**config.mk**
```make
export PLATFORM = sky130hd
export DESIGN_NAME = wbs_front
export DESIGN_NICKNAME = d
export VERILOG_FILES = /design/src/rtl/wbs_pkg.sv /design/src/rtl/wbs_front.sv
export SDC_FILE = /design/constraint.sdc
export NUM_CORES = 1
export LEC_CHECK = 0
export BUFFER_PORTS_ARGS = -buffer_cell sky130_fd_sc_hd__buf_4
export CAP_MARGIN = 10
export CORE_MARGIN = 2
export CORE_UTILIZATION = 43
export CTS_CLUSTER_DIAMETER = 150
export DETAILED_ROUTE_END_ITERATION = 16
export PLACE_DENSITY = 0.74
export SYNTH_ARGS = -nofsm -noshare
export SYNTH_HDL_FRONTEND = slang
export SYNTH_SLANG_ARGS = --single-unit
export TNS_END_PERCENT = 30
```
**constraint.sdc**
```tcl
create_clock -name clk -period 3.35 [get_ports clk]
set_input_delay 0.1675 -clock clk [delete_from_list [all_inputs] [get_ports clk]]
set_output_delay 0.1675 -clock clk [all_outputs]
set_load 0.02 [all_outputs]
```
**src/rtl/wbs_pkg.sv**
```systemverilog
// shared types and constants for the waveform beat sequencer
// no dependencies; imported by every module of the block
package wbs_pkg;

    localparam int WAVE_DEPTH = 1024;
    localparam int ADDR_W     = $clog2(WAVE_DEPTH);
    localparam int SAMPLE_W   = 12;
    localparam int COUNT_W    = 11;
    localparam int HOLD_W     = 16;
    localparam int FRAME_W    = 14;
    localparam int CFG_DATA_W = 16;
    localparam int CFG_IDX_W  = 1;

    // dac command bits above the sample (0011 trimmed to the frame width)
    localparam logic [FRAME_W-SAMPLE_W-1:0] CMD_HI = 2'b11;

    localparam logic OP_TICK = 1'b0;
    localparam logic OP_LOAD = 1'b1;

    localparam logic [CFG_IDX_W-1:0] CFG_SAMPLE_COUNT = 1'b0;
    localparam logic [CFG_IDX_W-1:0] CFG_IDLE_PERIOD  = 1'b1;

    localparam logic [1:0] PH_INIT = 2'd0;
    localparam logic [1:0] PH_IDLE = 2'd1;
    localparam logic [1:0] PH_PLAY = 2'd2;

    localparam logic [COUNT_W-1:0] SAMPLE_COUNT_RST = 11'd543;

    localparam int CMD_DEPTH = 4;
    localparam int CMD_PTR_W = $clog2(CMD_DEPTH);
    localparam int CMD_CNT_W = $clog2(CMD_DEPTH + 1);

    localparam int RES_DEPTH = 4;
    localparam int RES_PTR_W = $clog2(RES_DEPTH);
    localparam int RES_CNT_W = $clog2(RES_DEPTH + 1);

    // work handed from the front to the back
    typedef struct packed {
        logic                is_write;
        logic                zero;
        logic                last;
        logic [ADDR_W-1:0]   addr;
        logic [SAMPLE_W-1:0] value;
    } cmd_t;

    typedef struct packed {
        logic       pend;
        logic [1:0] phase;
    } front_stat_t;

    typedef struct packed {
        logic [RES_CNT_W-1:0] res_count;
        logic                 rd_busy;
    } back_stat_t;

endpackage

```
**src/rtl/wbs_front.sv**
```systemverilog
// front end: takes input words, runs the beat phase machine, queues commands
// depends on wbs_pkg
module wbs_front (
    input  logic                         clk,
    input  logic                         rst_n,
    input  logic                         push,
    output logic                         full,
    input  logic                         operation,
    input  logic [wbs_pkg::ADDR_W-1:0]   sample_address,
    input  logic [wbs_pkg::SAMPLE_W-1:0] sample_value,
    input  logic                         cfg_we,
    input  logic [wbs_pkg::CFG_IDX_W-1:0] cfg_index,
    input  logic [wbs_pkg::CFG_DATA_W-1:0] cfg_data,
    input  logic                         q_full,
    output logic                         q_push,
    output wbs_pkg::cmd_t                q_cmd,
    output wbs_pkg::front_stat_t         stat
);
    import wbs_pkg::*;

    logic [1:0]         phase_reg, phase_next;
    logic [COUNT_W-1:0] play_index_reg, play_index_next;
    logic [HOLD_W-1:0]  hold_count_reg, hold_count_next;
    logic               pend_reg, pend_next;
    logic [COUNT_W-1:0] sample_count_reg;
    logic [HOLD_W-1:0]  idle_period_reg;

    logic               accept;
    logic [COUNT_W-1:0] index_inc;
    logic [HOLD_W-1:0]  hold_inc;

    assign full      = q_full | pend_reg;
    assign accept    = push & ~full;
    assign index_inc = play_index_reg + COUNT_W'(1);
    assign hold_inc  = hold_count_reg + HOLD_W'(1);

    always_comb
    begin
        phase_next      = phase_reg;
        play_index_next = play_index_reg;
        hold_count_next = hold_count_reg;
        pend_next       = pend_reg;
        q_push          = 1'b0;
        q_cmd           = '0;
        if (pend_reg && !q_full)
        begin
            // second frame of the end-of-beat tick: entry 0
            q_push    = 1'b1;
            q_cmd     = '0;
            q_cmd.last = 1'b1;
            pend_next = 1'b0;
        end
        else if (accept)
        begin
            if (operation == OP_LOAD)
            begin
                q_push         = 1'b1;
                q_cmd.is_write = 1'b1;
                q_cmd.addr     = sample_address;
                q_cmd.value    = sample_value;
            end
            else
            begin
                case (phase_reg)
                    PH_INIT:
                    begin
                        play_index_next = '0;
                        hold_count_next = '0;
                        phase_next      = PH_PLAY;
                    end
                    PH_PLAY:
                    begin
                        q_push     = 1'b1;
                        q_cmd.addr = play_index_reg[ADDR_W-1:0];
                        q_cmd.zero = (32'(play_index_reg) >= WAVE_DEPTH);
                        if (index_inc >= sample_count_reg)
                        begin
                            q_cmd.last      = 1'b0;
                            pend_next       = 1'b1;
                            play_index_next = '0;
                            phase_next      = PH_IDLE;
                        end
                        else
                        begin
                            q_cmd.last      = 1'b1;
                            play_index_next = index_inc;
                        end
                    end
                    PH_IDLE:
                    begin
                        if (hold_inc >= idle_period_reg)
                        begin
                            hold_count_next = '0;
                            phase_next      = PH_PLAY;
                        end
                        else
                        begin
                            hold_count_next = hold_inc;
                        end
                    end
                    default:
                    begin
                        phase_next = phase_reg;
                    end
                endcase
            end
        end
    end

    always_ff @(posedge clk or negedge rst_n)
    begin
        if (!rst_n)
        begin
            phase_reg        <= PH_INIT;
            play_index_reg   <= '0;
            hold_count_reg   <= '0;
            pend_reg         <= 1'b0;
            sample_count_reg <= SAMPLE_COUNT_RST;
            idle_period_reg  <= '0;
        end
        else
        begin
            phase_reg      <= phase_next;
            play_index_reg <= play_index_next;
            hold_count_reg <= hold_count_next;
            pend_reg       <= pend_next;
            if (cfg_we)
            begin
                case (cfg_index)
                    CFG_SAMPLE_COUNT: sample_count_reg <= cfg_data[COUNT_W-1:0];
                    CFG_IDLE_PERIOD:  idle_period_reg  <= cfg_data[HOLD_W-1:0];
                    default:          idle_period_reg  <= idle_period_reg;
                endcase
            end
        end
    end

    assign stat.pend  = pend_reg;
    assign stat.phase = phase_reg;

endmodule

```
Word-level counts from Yosys, hierarchy flattened
Index checks and enable logic that the tools add are counted.
- reductions and logical operators: 15
- eq/ne operators: 5
- $lt $le $gt $ge: 3
- divide/modulo/power cells: 0
- shift operators: 0
- multiplexer cells: 24
- add/subtract/negate cells: 2
- bitwise logic cells: 6
- multiply operators: 0
- operators by type and width (cell ; count):
    $mux W25 ; 2
    $pmux W16 S2 ; 1
    $mux W12 ; 2
    $pmux W11 S2 ; 1
    $add A16 B1 Y16 const B ; 1
    $ge A16 B16 Y1 ; 1
    $mux W16 ; 1
    $reduce_and A4 Y1 ; 3
    $add A11 B1 Y11 const B ; 1
    $ge A11 B11 Y1 ; 1
    $ge A11 B11 Y1 const B ; 1
    $mux W1 ; 11
    $mux W11 ; 1
    $mux W10 ; 1
    $reduce_bool A2 Y1 ; 5
    $mux W2 ; 3
    $pmux W2 S3 ; 1
    $reduce_and A6 Y1 ; 1
    $ne A2 B2 Y1 const B ; 2
    $not A1 Y1 ; 4
    $reduce_and A2 Y1 ; 2
    $reduce_bool A3 Y1 ; 1
    $eq A2 B1 Y1 const B ; 1
    $eq A2 B2 Y1 const B ; 1
    other kinds (6) ; 6
- bits in registers: 57
- memories kept: 0
- latch bits: 0
- RAM bits: 0
- input bits: 45
- bits in read-only memories: 0
- output and inout bits: 30
- logic and storage cells: 61

Longest topological paths before layout
- depth in word-level cells: 7
- gate-level depth with buffers: 13
- depth with buffers taken out: 13

Worst setup path before layout
Ideal clock, no wire load.
- kind: register -> output
- start point: register play_index_reg[0]
- end point: output q_cmd[22] in the netlist's numbering
- arrival time: 2725 ps
- stages on the path, launching flop included: 13
- slack: 458 ps
- cells stage by stage: dfrtp_1 ha_1 nand3_1 nor2_1 and3_1 xor2_1 ha_1 and3_1 a22oi_1 nand3b_1 a31o_2 or2_2 o21ai_0
- RTL lines (what ; line ; source):
    start, declared ; wbs_front.sv:22 ; logic [COUNT_W-1:0] play_index_reg, play_index_next;
    start signal, assigned ; wbs_front.sv:124 ; play_index_reg <= play_index_next;
    end, declared ; wbs_front.sv:16 ; output wbs_pkg::cmd_t q_cmd,

==> flow_metrics.py <==
metrics = {
    "synth": {
        "synth-seq-cells": 57,
        "yosysTopAreaCell": "dfrtp_1",
        "synth.top_cells.by_count": "51 x dfrtp_1, 40 x nand2_1, 32 x inv_1, 31 x o21ai_0, 30 x ha_1",
        "ys_types": 37,
        "avgSynthCellArea_sq_um": 9.49,
        "ys_dominant_reg_cell": "dfrtp_1",
        "yosysMostFrequentCell": "dfrtp_1",
        "yosys_warnings": 0,
        "syn_area_sq_mm": 0.00353,
        "synthCells": 372,
        "synthArstFlopShare": 1.00,
        "synth_edf_count": 0,
        "synthTopCellsByArea": "dfrtp_1 36%, ha_1 11%, a22o_1 6.7%, mux2_2 5.7%, dfstp_2 4.5%",
        "synth-seq-area-share": 0.406,
        "syn-num-nets": 447,
        "synth_top_area_share": 0.361,
    },
    "floorplan": {
        "pin_count": 75,
        "die_area_sq_mm": 0.00895,
        "dieWidth_um": 94.6,
        "die_y_um": 94.6,
        "start_util": 0.436,
        "rows": 33,
        "core_sq_mm": 0.00809,
    },
    "setup_path": {
        "end_kind": "output pin",
        "rr_worst_depth": 12,
        "crit_buf_inv": 2,
        "cp.depth": 13,
        "cp_max_fo": 7,
        "r2r-end": "hold_count_reg[15]",
        "rr_startpoint": "hold_count_reg[0]",
        "critical_path_class": "reg2out",
        "critPathArrivalTime_ns": 3.10,
        "crit_required_ns": 3.18,
        "cp_slowest_stage_delay_ns": 0.40,
        "cp_cell_sequence": "buf_4, nand3_1, nor2_4, nand3_1, xnor2_1, ha_1, a21o_1, a22oi_2, nand3b_1, a31o_4, or2_2, o21ai_0, buf_4",
        "reg2reg_slack_ns": 0.17,
        "cp-start-kind": "flip-flop",
        "crit_slowest_cell": "dfrtp_1",
        "cp_top_family": "simple AND/OR/NAND/NOR gates",
    },
    "timing": {
        "slew_headroom": 0.457,
        "worst_pin_slew_ns": 0.812,
        "rsz0062_at_grt": "true",
        "setup_viol": 0,
        "period_share": 0.976,
        "clock-skew-final_ns": 0.0100,
        "min_period_ns": 3.27,
        "timing.hold.ws_ns": 0.0414,
        "max_freq_mhz": 306,
        "hold_viol": 0,
        "slew_viol_final": 0,
    },
    "routing": {
        "dr_total_vias": 3024,
        "drtPass1Iterations": 5,
        "post-route-drc-count": 0,
        "ant_nets": 0,
        "first_iter_violations": 157,
        "routed_via_density": 5.32,
        "wl_per_cell_um": 14.8,
        "routed_wl_um": 8390,
    },
    "power": {
        "leakage_uw": 0.00226,
        "seqPwrFrac": 0.402,
        "switching_share": 0.310,
        "ir_worst_vdd_uv": 269,
        "power.total_uw": 2130,
        "p_sw_uw": 658,
        "pwr-share-clk": 0.316,
        "p_comb_frac": 0.282,
        "p_int_uw": 1470,
        "power_density_mw_per_mm2": 464,
    },
    "run_status": {
        "status": "completed",
    },
    "clock_tree": {
        "clock-sinks": 57,
        "clockBufferDepth": 2,
        "ctsRootBufferMaster": "clkbuf_8",
        "cts_tree": "yes",
        "clk_latency_ns": 0.34,
        "cts_htree_levels": 3,
        "clk_pin_slew_worst_paths_ns": 0.06,
        "cts_inserted_buffers": 9,
    },
    "min_path": {
        "whs_endpoint": "sample_count_reg[4]",
        "worstHoldPathType": "in2reg",
        "worstHoldPathCells": 3,
        "min_from": "cfg_data[4]",
    },
    "place": {
        "gp_congestion": 0.923,
        "post_dp_cell_area_sq_mm": 0.00423,
        "post-dp-hpwl_um": 6120,
        "io_buffer_count": 74,
    },
    "grt": {
        "grt_pass1_vias": 2905,
        "grt_start_max_net_pins": 58,
        "antenna_found_initial": 0,
        "grt-ovfl-total": 0,
        "grt_first_pass_wirelength_um": 13800,
        "grt_usage": 0.196,
    },
    "finish": {
        "diodes": 0,
        "layout.nets": 533,
        "final_layout_size_suffix_gt1_frac": 0.315,
        "fin_area_sq_mm": 0.00458,
        "area_growth_pct": 29.6,
    },
    "run": {
        "drv_cap": 0,
    },
}
## per-layer routing
layer	vias up	track usage	part of all wire
met4	0	0.0942	0.026
met1	1494	0.279	0.48
li1	1466	-	-
met5	-	0	0
met2	46	0.292	0.47
met3	18	0.0303	0.027
## placed cells by master (no fill, tap or decap), drive strengths merged, types with 2 or more instances in the layout
master / netlist / layout
nand2: 40 / 40
buf: 1 / 87
and3: 10 / 10
a21oi: 7 / 7
or3: 2 / 2
o21ai: 31 / 31
xnor2: 14 / 14
xor2: 9 / 9
clkbuf: 12 / 14
nor2b: 7 / 7
nand4: 4 / 4
mux2: 18 / 18
a22o: 27 / 27
nand3: 17 / 17
nand2b: 4 / 4
a21o: 2 / 2
o31ai: 3 / 3
dfstp: 6 / 6
ha: 30 / 30
inv: 32 / 32
and2: 14 / 14
nand3b: 2 / 2
or2: 3 / 3
dfrtp: 51 / 51
nor2: 15 / 15
## area by class of cell
| cell class | instances | area [sq um] |
|---|---|---|
| Fill cell | 729 | 3510 |
| Multi-Input combinational cell | 270 | 2020 |
| Sequential cell | 57 | 1440 |
| Timing Repair Buffer | 88 | 663 |
| Clock buffer | 14 | 173 |
| Tap cell | 105 | 131 |
| Inverter | 32 | 120 |
| Clock inverter | 2 | 35.0 |
## worst min-delay path, cell delays in order
cell     delay (ns)
buf_4          0.09
nand2_1        0.04
o21ai_0        0.06
## stage by stage
step	util	cells	TNS [ns]	setup WS, ns
6_report	0.566	568	0	0.0799
5_1_grt	0.566	568	-0.102	-0.102
4_1_cts	0.554	566	0	0.0284
3_5_place_dp	0.522	546	0	0.141
3_3_place_gp	0.522	546	0	0.179
2_1_floorplan	-	372	0	0.458
## worst max path at each step
stage	to	startpoint	slack, ns
2_1_floorplan	q_cmd[22]	play_index_reg[0]	0.46
3_3_place_gp	q_cmd[22]	play_index_reg[1]	0.18
3_5_place_dp	q_cmd[22]	play_index_reg[1]	0.14
4_1_cts	q_cmd[22]	play_index_reg[0]	0.03
5_1_grt	q_cmd[22]	play_index_reg[0]	-0.10
6_report	q_cmd[22]	play_index_reg[0]	0.08
## repair_timing
item,CTS,global route
buffers inserted,3,2
resized for setup,4,16
endpoints found under the setup margin,1,11
pin swaps,1,4
hold endpoints to repair,51,0
hold buffers,1,0
## power by group through the flow
stage,clock network (uW),registers (uW),logic [uW]
after detailed placement,0,865,556
after global placement,0,860,545
after floorplan,0,863,322
final,672,854,600
after global routing,715,868,667
after CTS,683,853,572
## kinds of logic after synthesis
family	count (synthesis)	share of synthesized area
xor+xnor	23	0.0570
mux	18	0.0574
buf+inv	45	0.0489
compound gates	78	0.152
simple gates	121	0.173
flops	57	0.406
fa+ha+maj	30	0.106
(Power assumes the default switching activity.)
