$ cat src/rtl/wbs_pkg.sv
// shared types and constants for the waveform beat sequencer
// no dependencies; imported by every module of the block
package wbs_pkg;

    localparam int WAVE_DEPTH = 1024;
    localparam int ADDR_W     = $clog2(WAVE_DEPTH);
    localparam int SAMPLE_W   = 12;
    localparam int COUNT_W    = 11;
    localparam int HOLD_W     = 16;
    localparam int FRAME_W    = 14;
    localparam int CFG_DATA_W = 16;
    localparam int CFG_IDX_W  = 1;

    // dac command bits above the sample (0011 trimmed to the frame width)
    localparam logic [FRAME_W-SAMPLE_W-1:0] CMD_HI = 2'b11;

    localparam logic OP_TICK = 1'b0;
    localparam logic OP_LOAD = 1'b1;

    localparam logic [CFG_IDX_W-1:0] CFG_SAMPLE_COUNT = 1'b0;
    localparam logic [CFG_IDX_W-1:0] CFG_IDLE_PERIOD  = 1'b1;

    localparam logic [1:0] PH_INIT = 2'd0;
    localparam logic [1:0] PH_IDLE = 2'd1;
    localparam logic [1:0] PH_PLAY = 2'd2;

    localparam logic [COUNT_W-1:0] SAMPLE_COUNT_RST = 11'd543;

    localparam int CMD_DEPTH = 4;
    localparam int CMD_PTR_W = $clog2(CMD_DEPTH);
    localparam int CMD_CNT_W = $clog2(CMD_DEPTH + 1);

    localparam int RES_DEPTH = 4;
    localparam int RES_PTR_W = $clog2(RES_DEPTH);
    localparam int RES_CNT_W = $clog2(RES_DEPTH + 1);

    // work handed from the front to the back
    typedef struct packed {
        logic                is_write;
        logic                zero;
        logic                last;
        logic [ADDR_W-1:0]   addr;
        logic [SAMPLE_W-1:0] value;
    } cmd_t;

    typedef struct packed {
        logic       pend;
        logic [1:0] phase;
    } front_stat_t;

    typedef struct packed {
        logic [RES_CNT_W-1:0] res_count;
        logic                 rd_busy;
    } back_stat_t;

endpackage

$ cat src/rtl/wbs_cmd_queue.sv
// short command queue between the front and the back
// depends on wbs_pkg
module wbs_cmd_queue (
    input  logic          clk,
    input  logic          rst_n,
    input  logic          wr_en,
    input  wbs_pkg::cmd_t wr_cmd,
    output logic          q_full,
    input  logic          rd_en,
    output wbs_pkg::cmd_t rd_cmd,
    output logic          q_empty
);
    import wbs_pkg::*;

    cmd_t                 slot_reg [CMD_DEPTH];
    logic [CMD_PTR_W-1:0] wr_ptr_reg, wr_ptr_next;
    logic [CMD_PTR_W-1:0] rd_ptr_reg, rd_ptr_next;
    logic [CMD_CNT_W-1:0] count_reg, count_next;
    logic                 do_wr, do_rd;

    assign q_full  = (count_reg == CMD_CNT_W'(CMD_DEPTH));
    assign q_empty = (count_reg == '0);
    assign do_wr   = wr_en & ~q_full;
    assign do_rd   = rd_en & ~q_empty;
    assign rd_cmd  = slot_reg[rd_ptr_reg];

    always_comb
    begin
        wr_ptr_next = do_wr ? CMD_PTR_W'(32'(wr_ptr_reg) + 1 == CMD_DEPTH ? 0
                                         : 32'(wr_ptr_reg) + 1) : wr_ptr_reg;
        rd_ptr_next = do_rd ? CMD_PTR_W'(32'(rd_ptr_reg) + 1 == CMD_DEPTH ? 0
                                         : 32'(rd_ptr_reg) + 1) : rd_ptr_reg;
        count_next  = count_reg + CMD_CNT_W'(do_wr) - CMD_CNT_W'(do_rd);
    end

    always_ff @(posedge clk)
    begin
        if (do_wr)
        begin
            slot_reg[wr_ptr_reg] <= wr_cmd;
        end
    end

    always_ff @(posedge clk or negedge rst_n)
    begin
        if (!rst_n)
        begin
            wr_ptr_reg <= '0;
            rd_ptr_reg <= '0;
            count_reg  <= '0;
        end
        else
        begin
            wr_ptr_reg <= wr_ptr_next;
            rd_ptr_reg <= rd_ptr_next;
            count_reg  <= count_next;
        end
    end

endmodule

$ cat config.mk
export PLATFORM = sky130hd
export DESIGN_NAME = wbs_cmd_queue
export DESIGN_NICKNAME = d
export VERILOG_FILES = /design/src/rtl/wbs_pkg.sv /design/src/rtl/wbs_cmd_queue.sv
export SDC_FILE = /design/constraint.sdc
export NUM_CORES = 1
export LEC_CHECK = 0
export BUFFER_PORTS_ARGS = -buffer_cell sky130_fd_sc_hd__clkbuf_2
export CORE_MARGIN = 2
export CORE_UTILIZATION = 26
export CTS_CLUSTER_SIZE = 14
export DETAILED_ROUTE_END_ITERATION = 12
export PLACE_DENSITY = 0.38
export SLEW_MARGIN = 20
export SYNTH_ARGS = -nofsm -noshare
export SYNTH_HDL_FRONTEND = slang
export SYNTH_SLANG_ARGS = --single-unit
$ cat constraint.sdc
create_clock -name clk -period 4 [get_ports clk]
set_input_delay 0.2 -clock clk [delete_from_list [all_inputs] [get_ports clk]]
set_output_delay 0.2 -clock clk [all_outputs]
set_load 0.03 [all_outputs]
# [Yosys cells after proc, flatten, opt, wreduce, memory -nomap -nowiden]
# Memory sizes are Yosys's and may differ from the RTL's.
# Cells that the tools add are included.
[word_totals] reg_bits=7 ramBits=100 in_bits=29 output_inout_bits=27 elab_cells=20 n_memories=1
[op_classes] add_sub_neg=4 eq_ne=3 mux=4 bitwise_logic=4 reduce_logical=1
[memory_table] memory="slot_reg" depth=4 width=25 rd=1 rd_clocked_by_memory_dff=0 wr=1 line="wbs_cmd_queue.sv:15" text="cmd_t slot_reg [CMD_DEPTH];"
[ops] op="$eq A3 B3 Y1 const B" n=3
[ops] op="$add A2 B1 Y3 const B" n=2
[ops] op="$mux W2" n=2
[ops] op="$add A3 B1 Y3" n=1
[ops] op="$logic_not A3 Y1" n=1
[ops] op="$sub A3 B1 Y3" n=1
[ops] op="$and A1 B1 Y1" n=2
[ops] op="$mux W1" n=2
[ops] op="$not A1 Y1" n=2

# [Longest topological paths before layout]
# Gate-level depths: netlist of the first run.
[depth] word_depth=5 depth_mapped=9

# [Least setup slack after synthesis of the first run]
# Ideal clock, no wire load.
[synth_path] path_kind="flip-flop to flip-flop" startpoint="register count_reg[1]" endpoint="register count_reg[2]" setup_ps=123 arrival_ps=2494 setup_slack_ps=1383 path_stages_with_launch=10 path_cell_list="dfrtp_1 nor3_1 nand2b_1 inv_1 ha_1 inv_1 ha_1 fa_1 xnor2_1 xnor2_1"
[synth_rtl] element="from (decl)" line="wbs_cmd_queue.sv:18" text="logic [CMD_CNT_W-1:0] count_reg, count_next;"
[synth_rtl] element="from (signal assigned)" line="wbs_cmd_queue.sv:56" text="count_reg <= count_next;"
[synth_rtl] element="$logic_not A3 Y1" line="wbs_cmd_queue.sv:22" text="assign q_empty = (count_reg == '0);"
[synth_rtl] element="via q_empty" line="wbs_cmd_queue.sv:11" text="output logic q_empty"
[synth_rtl] element="$not A1 Y1" line="wbs_cmd_queue.sv:24" text="assign do_rd = rd_en & ~q_empty;"
[synth_rtl] element="$and A1 B1 Y1" line="wbs_cmd_queue.sv:24"
[synth_rtl] element="via do_rd" line="wbs_cmd_queue.sv:19" text="logic do_wr, do_rd;"
[synth_rtl] element="$sub A3 B1 Y3" line="wbs_cmd_queue.sv:33" text="count_next = count_reg + CMD_CNT_W'(do_wr) - CMD_CNT_W'(do_rd);"
[synth_rtl] element="via count_next[2]" line="wbs_cmd_queue.sv:18"
# The timed path passes the listed nets, and every way through them passes these cells.
# A chain may end at the register's enable or synchronous reset.

==> results of run 1 <==
[Yosys cell counts (all sizes together)]
cell type  count
nor3           1
and3           4
mux4          25
or3b           1
xnor2          2
fa             1
nand2b         1
edfxtp       100
ha             7
inv            7
buf            6
mux2           4
dfrtp          7
nand2          1
nor2           2
[repair_timing]
item	4_1_cts	5_1_grt
endpoints found under the hold margin	7	0
hold buffers	1	0
gates resized for setup	0	0
[layer usage]
| layer | share of wire [%] | wire length (um) | vias to the layer above |
|---|---|---|---|
| met5 | 0 | 0 | - |
| met1 | 44 | 3290 | 936 |
| met2 | 50 | 3740 | 39 |
| met3 | 5.3 | 402 | 13 |
| li1 | - | - | 817 |
| met4 | 1.5 | 114 | 0 |
[area by class of cell]
cell class                      count  area (sq um)
Tap cell                          211           264
Multi-Input combinational cell     49           827
Inverter                            7          26.3
Fill cell                        1527         10400
Timing Repair Buffer               57           293
Clock inverter                      6          80.1
Clock buffer                       10           229
Sequential cell                   107          3180
[final timing paths]
path | from | to | slack [ns] | depth (start not counted)
hold / removal | wr_cmd[8] | slot_reg[1][8] | 0.07 | 1
setup / recovery | rd_ptr_reg[0] | rd_cmd[13] | 1.56 | 2
setup reg to reg | count_reg[1] | count_reg[2] | 1.89 | 9
max in group asynchronous | rst_n | rd_ptr_reg[0] | 3.59 | 2
min in group asynchronous | rst_n | count_reg[0] | 0.22 | 2
hold reg to reg | count_reg[0] | count_reg[0] | 0.54 | 1
[report_power, final]
group / internal, uW / total [uW] / switching, uW
clock network: 543 / 917 / 374
registers: 1490 / 1660 / 171
logic: 488 / 1230 / 746
[worst register-to-register path: stages, from the launching register on]
cell and delay, ns:
dfrtp_1 0.40, nor3_1 0.22, nand2b_1 0.20, inv_1 0.06, ha_1 0.26, inv_1 0.04, ha_1 0.18, fa_1 0.37
xnor2_1 0.17, xnor2_1 0.13
[cell families after synthesis]
family,count (synthesis)
DFF,107
muxes,29
buffers and inverters,13
and+or+nand+nor,10
adders and majority gates,8
xor gates and xnor gates,2
[per-stage QoR]
step                instances  hold WS, ns  area [sq um]
floorplan                 169      -0.0956          4090
global placement          430       0.0516          4580
detailed placement        430       0.0531          4580
CTS                       447       0.0558          4900
global route              447       0.0615          4900
finish                    447       0.0703          4900
==> impl_metrics.toml, run 1 <==
[grt]
globalRouteMet1Util_pct = 11.6
overflow = 0
grt_pass1_wl_um = 11500
antenna_found_initial = 0
grt_max_degree = 29
grtUsageMet3_pct = 4.38
grt_use_met2_pct = 15.9
grt_pass1_vias = 1951
grt_busiest_layer = "met2"
grt_use_total_pct = 9.80

[floorplan]
die_x_um = 129
die_area_sq_mm = 0.0168
io_pins = 56
initial_core_util_pct = 26.7
die_h_um = 129
core-area_sq_mm = 0.0153
rows = 45

[cts]
cts.sinks = 107
cts_tree = "yes"
cts_setup_buffers = 0
htreeDepth = 3
cts.path.max_buffers = 2
insertion_delay_ns = 0.35
cts_root_buf = "clkbuf_16"
cts_inserted_buffers = 9
cts.clk_slew.worst_paths_ns = 0.07

[power_and_ir_drop]
powerDensity_mw_per_mm2 = 778
finalPower_uw = 3810
leakagePower_uw = 0.00172
ir_worst_vdd_uv = 250

[worst_setup_path]
cp_slowest_stage_delay_ns = 1.01
cp-start-kind = "register"
slowest_stage = "dfrtp_2"
end_kind = "output port"
crit_buf_inv = 1
cp.required_ns = 3.80
path_class = "register to output port"
critPathMaxFanout = 28
path_cells = "mux4_1, clkbuf_2"
critPathArrivalTime_ns = 2.24
critPathTopFamily = "flip-flops"

[sta]
rsz0062_at_grt = "no"
hold_viol_final = 0
layout_setup_ws_ns = 1.56
clock.fmax_mhz = 409
setup_violations = 0
setup_tns_ns = 0
tightestPinTransition_ns = 0.973
timing.final.crit_share_pct = 61.1
period_minus_slack_ns = 2.44
max_slew_margin_pct = 35.1
maxSlewViolCount = 0
finClkSkew_ns = 0.00915

[placement]
place_ws_ns = 1.85
portBuffers = 55
dp.final_hpwl_um = 4530
place_congestion = 0.663

[synth]
yosysSeqAreaShare_pct = 77.7
ys_types = 20
ys_warn_count = 0
synthesis.area_sq_mm = 0.00409
synth-xor-area-share_pct = 0.428
yosys.area.top_type = "edfxtp_1"
yosys-top-cells-area = "edfxtp_1 (73%), mux4_2 (12%), dfrtp_1 (4.3%)"
syn_avg_cell_area_sq_um = 24.2
synth-compound-area-share_pct = 0
synth_simple_gate_area_share_pct = 1.74
syn_inst = 169
synth.area.mux_share_pct = 15.4
synthAdderAreaFrac_pct = 2.63
synth_seq_cells = 107
synth_top_area_share_pct = 73.4
synth_top_family_by_area = "multiplexers"
syn-num-nets = 206

[drt]
drc_errors = 0
antenna_left = 0
vias_per_cell = 4.04
wl_um = 7550
first_pass_iters = 4
num_vias = 1805
wl_per_cell_um = 16.9
drtIter0Drc = 76

[final_layout]
layout_common_cells = "edfxtp_1 (100), clkbuf_2 (55), mux4_2 (21)"
largest_reg_flops = 100
diodes = 0
layout_commonest_cell = "edfxtp_1"
final_core_util_pct = 32.0
fin_nets = 268
drive_gt1_share_pct = 42.8
area_growth_pct = 19.7

[run]
cap_violations = 0

[status]
status = "finished, final reports clean"

[hold_path]
hold_path.class = "primary input to register"
No activity file was read; power rests on OpenSTA's default activity.
==> run 2: changes to the inputs <==
Clock period 4 ns to 2.4 ns, I/O delays scaled along.
==> impl_metrics.toml, run 2 (same netlist as run 1, synthesis figures left out) <==
[status]
status = "finished, final reports clean"

[drt]
vias_per_cell = 4.03
num_vias = 1906
antenna_left = 0
first_pass_iters = 4
wl_um = 7780
drtIter0Drc = 95
drc_errors = 0
wl_per_cell_um = 16.4

[cts]
cts_root_buf = "clkbuf_16"
cts.path.max_buffers = 2
cts_tree = "yes"
cts.sinks = 107
insertion_delay_ns = 0.35
cts_inserted_buffers = 9
cts.clk_slew.worst_paths_ns = 0.08
htreeDepth = 3

[sta]
clock.fmax_mhz = 448
maxSlewViolCount = 0
rsz0062_at_grt = "no"
finClkSkew_ns = 0.0116
setup_tns_ns = 0
hold_viol_final = 0
period_minus_slack_ns = 2.23
timing.final.crit_share_pct = 93.0
setup_violations = 0
max_slew_margin_pct = 49.8
tightestPinTransition_ns = 0.753

[floorplan]
die_area_sq_mm = 0.0168
die_x_um = 129
die_h_um = 129
initial_core_util_pct = 26.7
core-area_sq_mm = 0.0153
rows = 45
io_pins = 56

[final_layout]
seq_area_sq_mm = 0.00318
layout_common_cells = "edfxtp_1 (100), clkbuf_2 (55), dlygate4sd3_1 (25)"
multiInputGateArea_sq_um = 832
fin_nets = 294
drive_gt1_share_pct = 40.8
fillers = 1514
area_growth_pct = 26.7
largest_reg_flops = 100
diodes = 0
layout_commonest_cell = "edfxtp_1"

[worst_setup_path]
critPathArrivalTime_ns = 2.11
critPathMaxFanout = 16
path_class = "register to output port"
cp-start-kind = "register"
end_kind = "output port"
cp.required_ns = 2.28

[grt]
grt_pass1_vias = 2062
grt_pass1_wl_um = 11900
antenna_found_initial = 0
grt_use_total_pct = 10.0
grt_max_degree = 26
overflow = 0

[power_and_ir_drop]
finalPower_uw = 6490
powerDensity_mw_per_mm2 = 1250
leakagePower_uw = 0.00185
ir_worst_vdd_uv = 488

[hold_path]
hold_path.class = "primary input to register"

[placement]
portBuffers = 55
dp.final_hpwl_um = 4690
place_congestion = 0.657

[run]
cap_violations = 0
-- run 2: cell types whose count changed in the layout (fill, tap and decap cells not counted), sizes merged --
cell,previous run,this run
dlygate4sd3,1,25
buf,1,3
clkbuf,65,64
clkinvlp,1,0
inv,7,12
bufinv,2,1
clkinv,3,1
-- run 2: per-stage QoR --
step                      utilization [%]  hold WS (ns)  instances  cell area, sq um  setup WS, ns
after CTS                            33.9       0.00680        473              5180        0.0798
final                                33.9        0.0266        473              5180         0.167
after floorplan                         -        -0.176        169              4100        0.0584
after global placement               30.1       -0.0215        432              4610         0.331
after detailed placement             30.1       -0.0198        432              4610         0.296
after global routing                 33.9        0.0170        473              5180        0.0239
-- run 2: worst max-delay path, cell delays in order, from the launching register on --
cell      delay [ns]
dfrtp_2         0.70
buf_4           0.32
mux4_2          0.54
clkbuf_2        0.20
-- run 2: final timing paths --
path	startpoint	end	slack [ns]	cells after the start
max	rd_ptr_reg[0]	rd_cmd[20]	0.17	3
min	wr_cmd[22]	slot_reg[0][22]	0.03	1
max reg2reg	count_reg[1]	count_reg[2]	0.31	9
min reg2reg	count_reg[0]	count_reg[0]	0.58	1
max in group asynchronous	rst_n	rd_ptr_reg[0]	2.07	2
min in group asynchronous	rst_n	count_reg[0]	0.13	2
-- run 2: layout make-up --
type | instances | area share, %
clock buffers | 9 | 4.34
multi-input cells | 49 | 16.0
well taps | 211 | 5.09
flip-flops and latches | 107 | 61.3
inverters | 7 | 0.507
repair buffers | 83 | 10.8
clock inverters | 7 | 1.88
-- run 2: repair_timing --
item,CTS,global route
setup buffers,0,0
gates resized for setup,0,0
hold buffers,25,0
endpoints found under the hold margin,103,0
-- run 2: power by group --
part           total (uW)  switching, uW  internal [uW]
Clock                1570            718            848
Sequential           2700            214           2480
Combinational        2230           1350            885
Total                6490           2280           4210
-- run 2: routing by layer --
metal / track usage, % / vias to the layer above / share of wire, %
met5: 0 / - / 0
met1: 12.8 / 978 / 47
met4: 3.80 / 0 / 1.6
met3: 4.09 / 9 / 4.5
li1: - / 879 / -
met2: 15.3 / 40 / 47
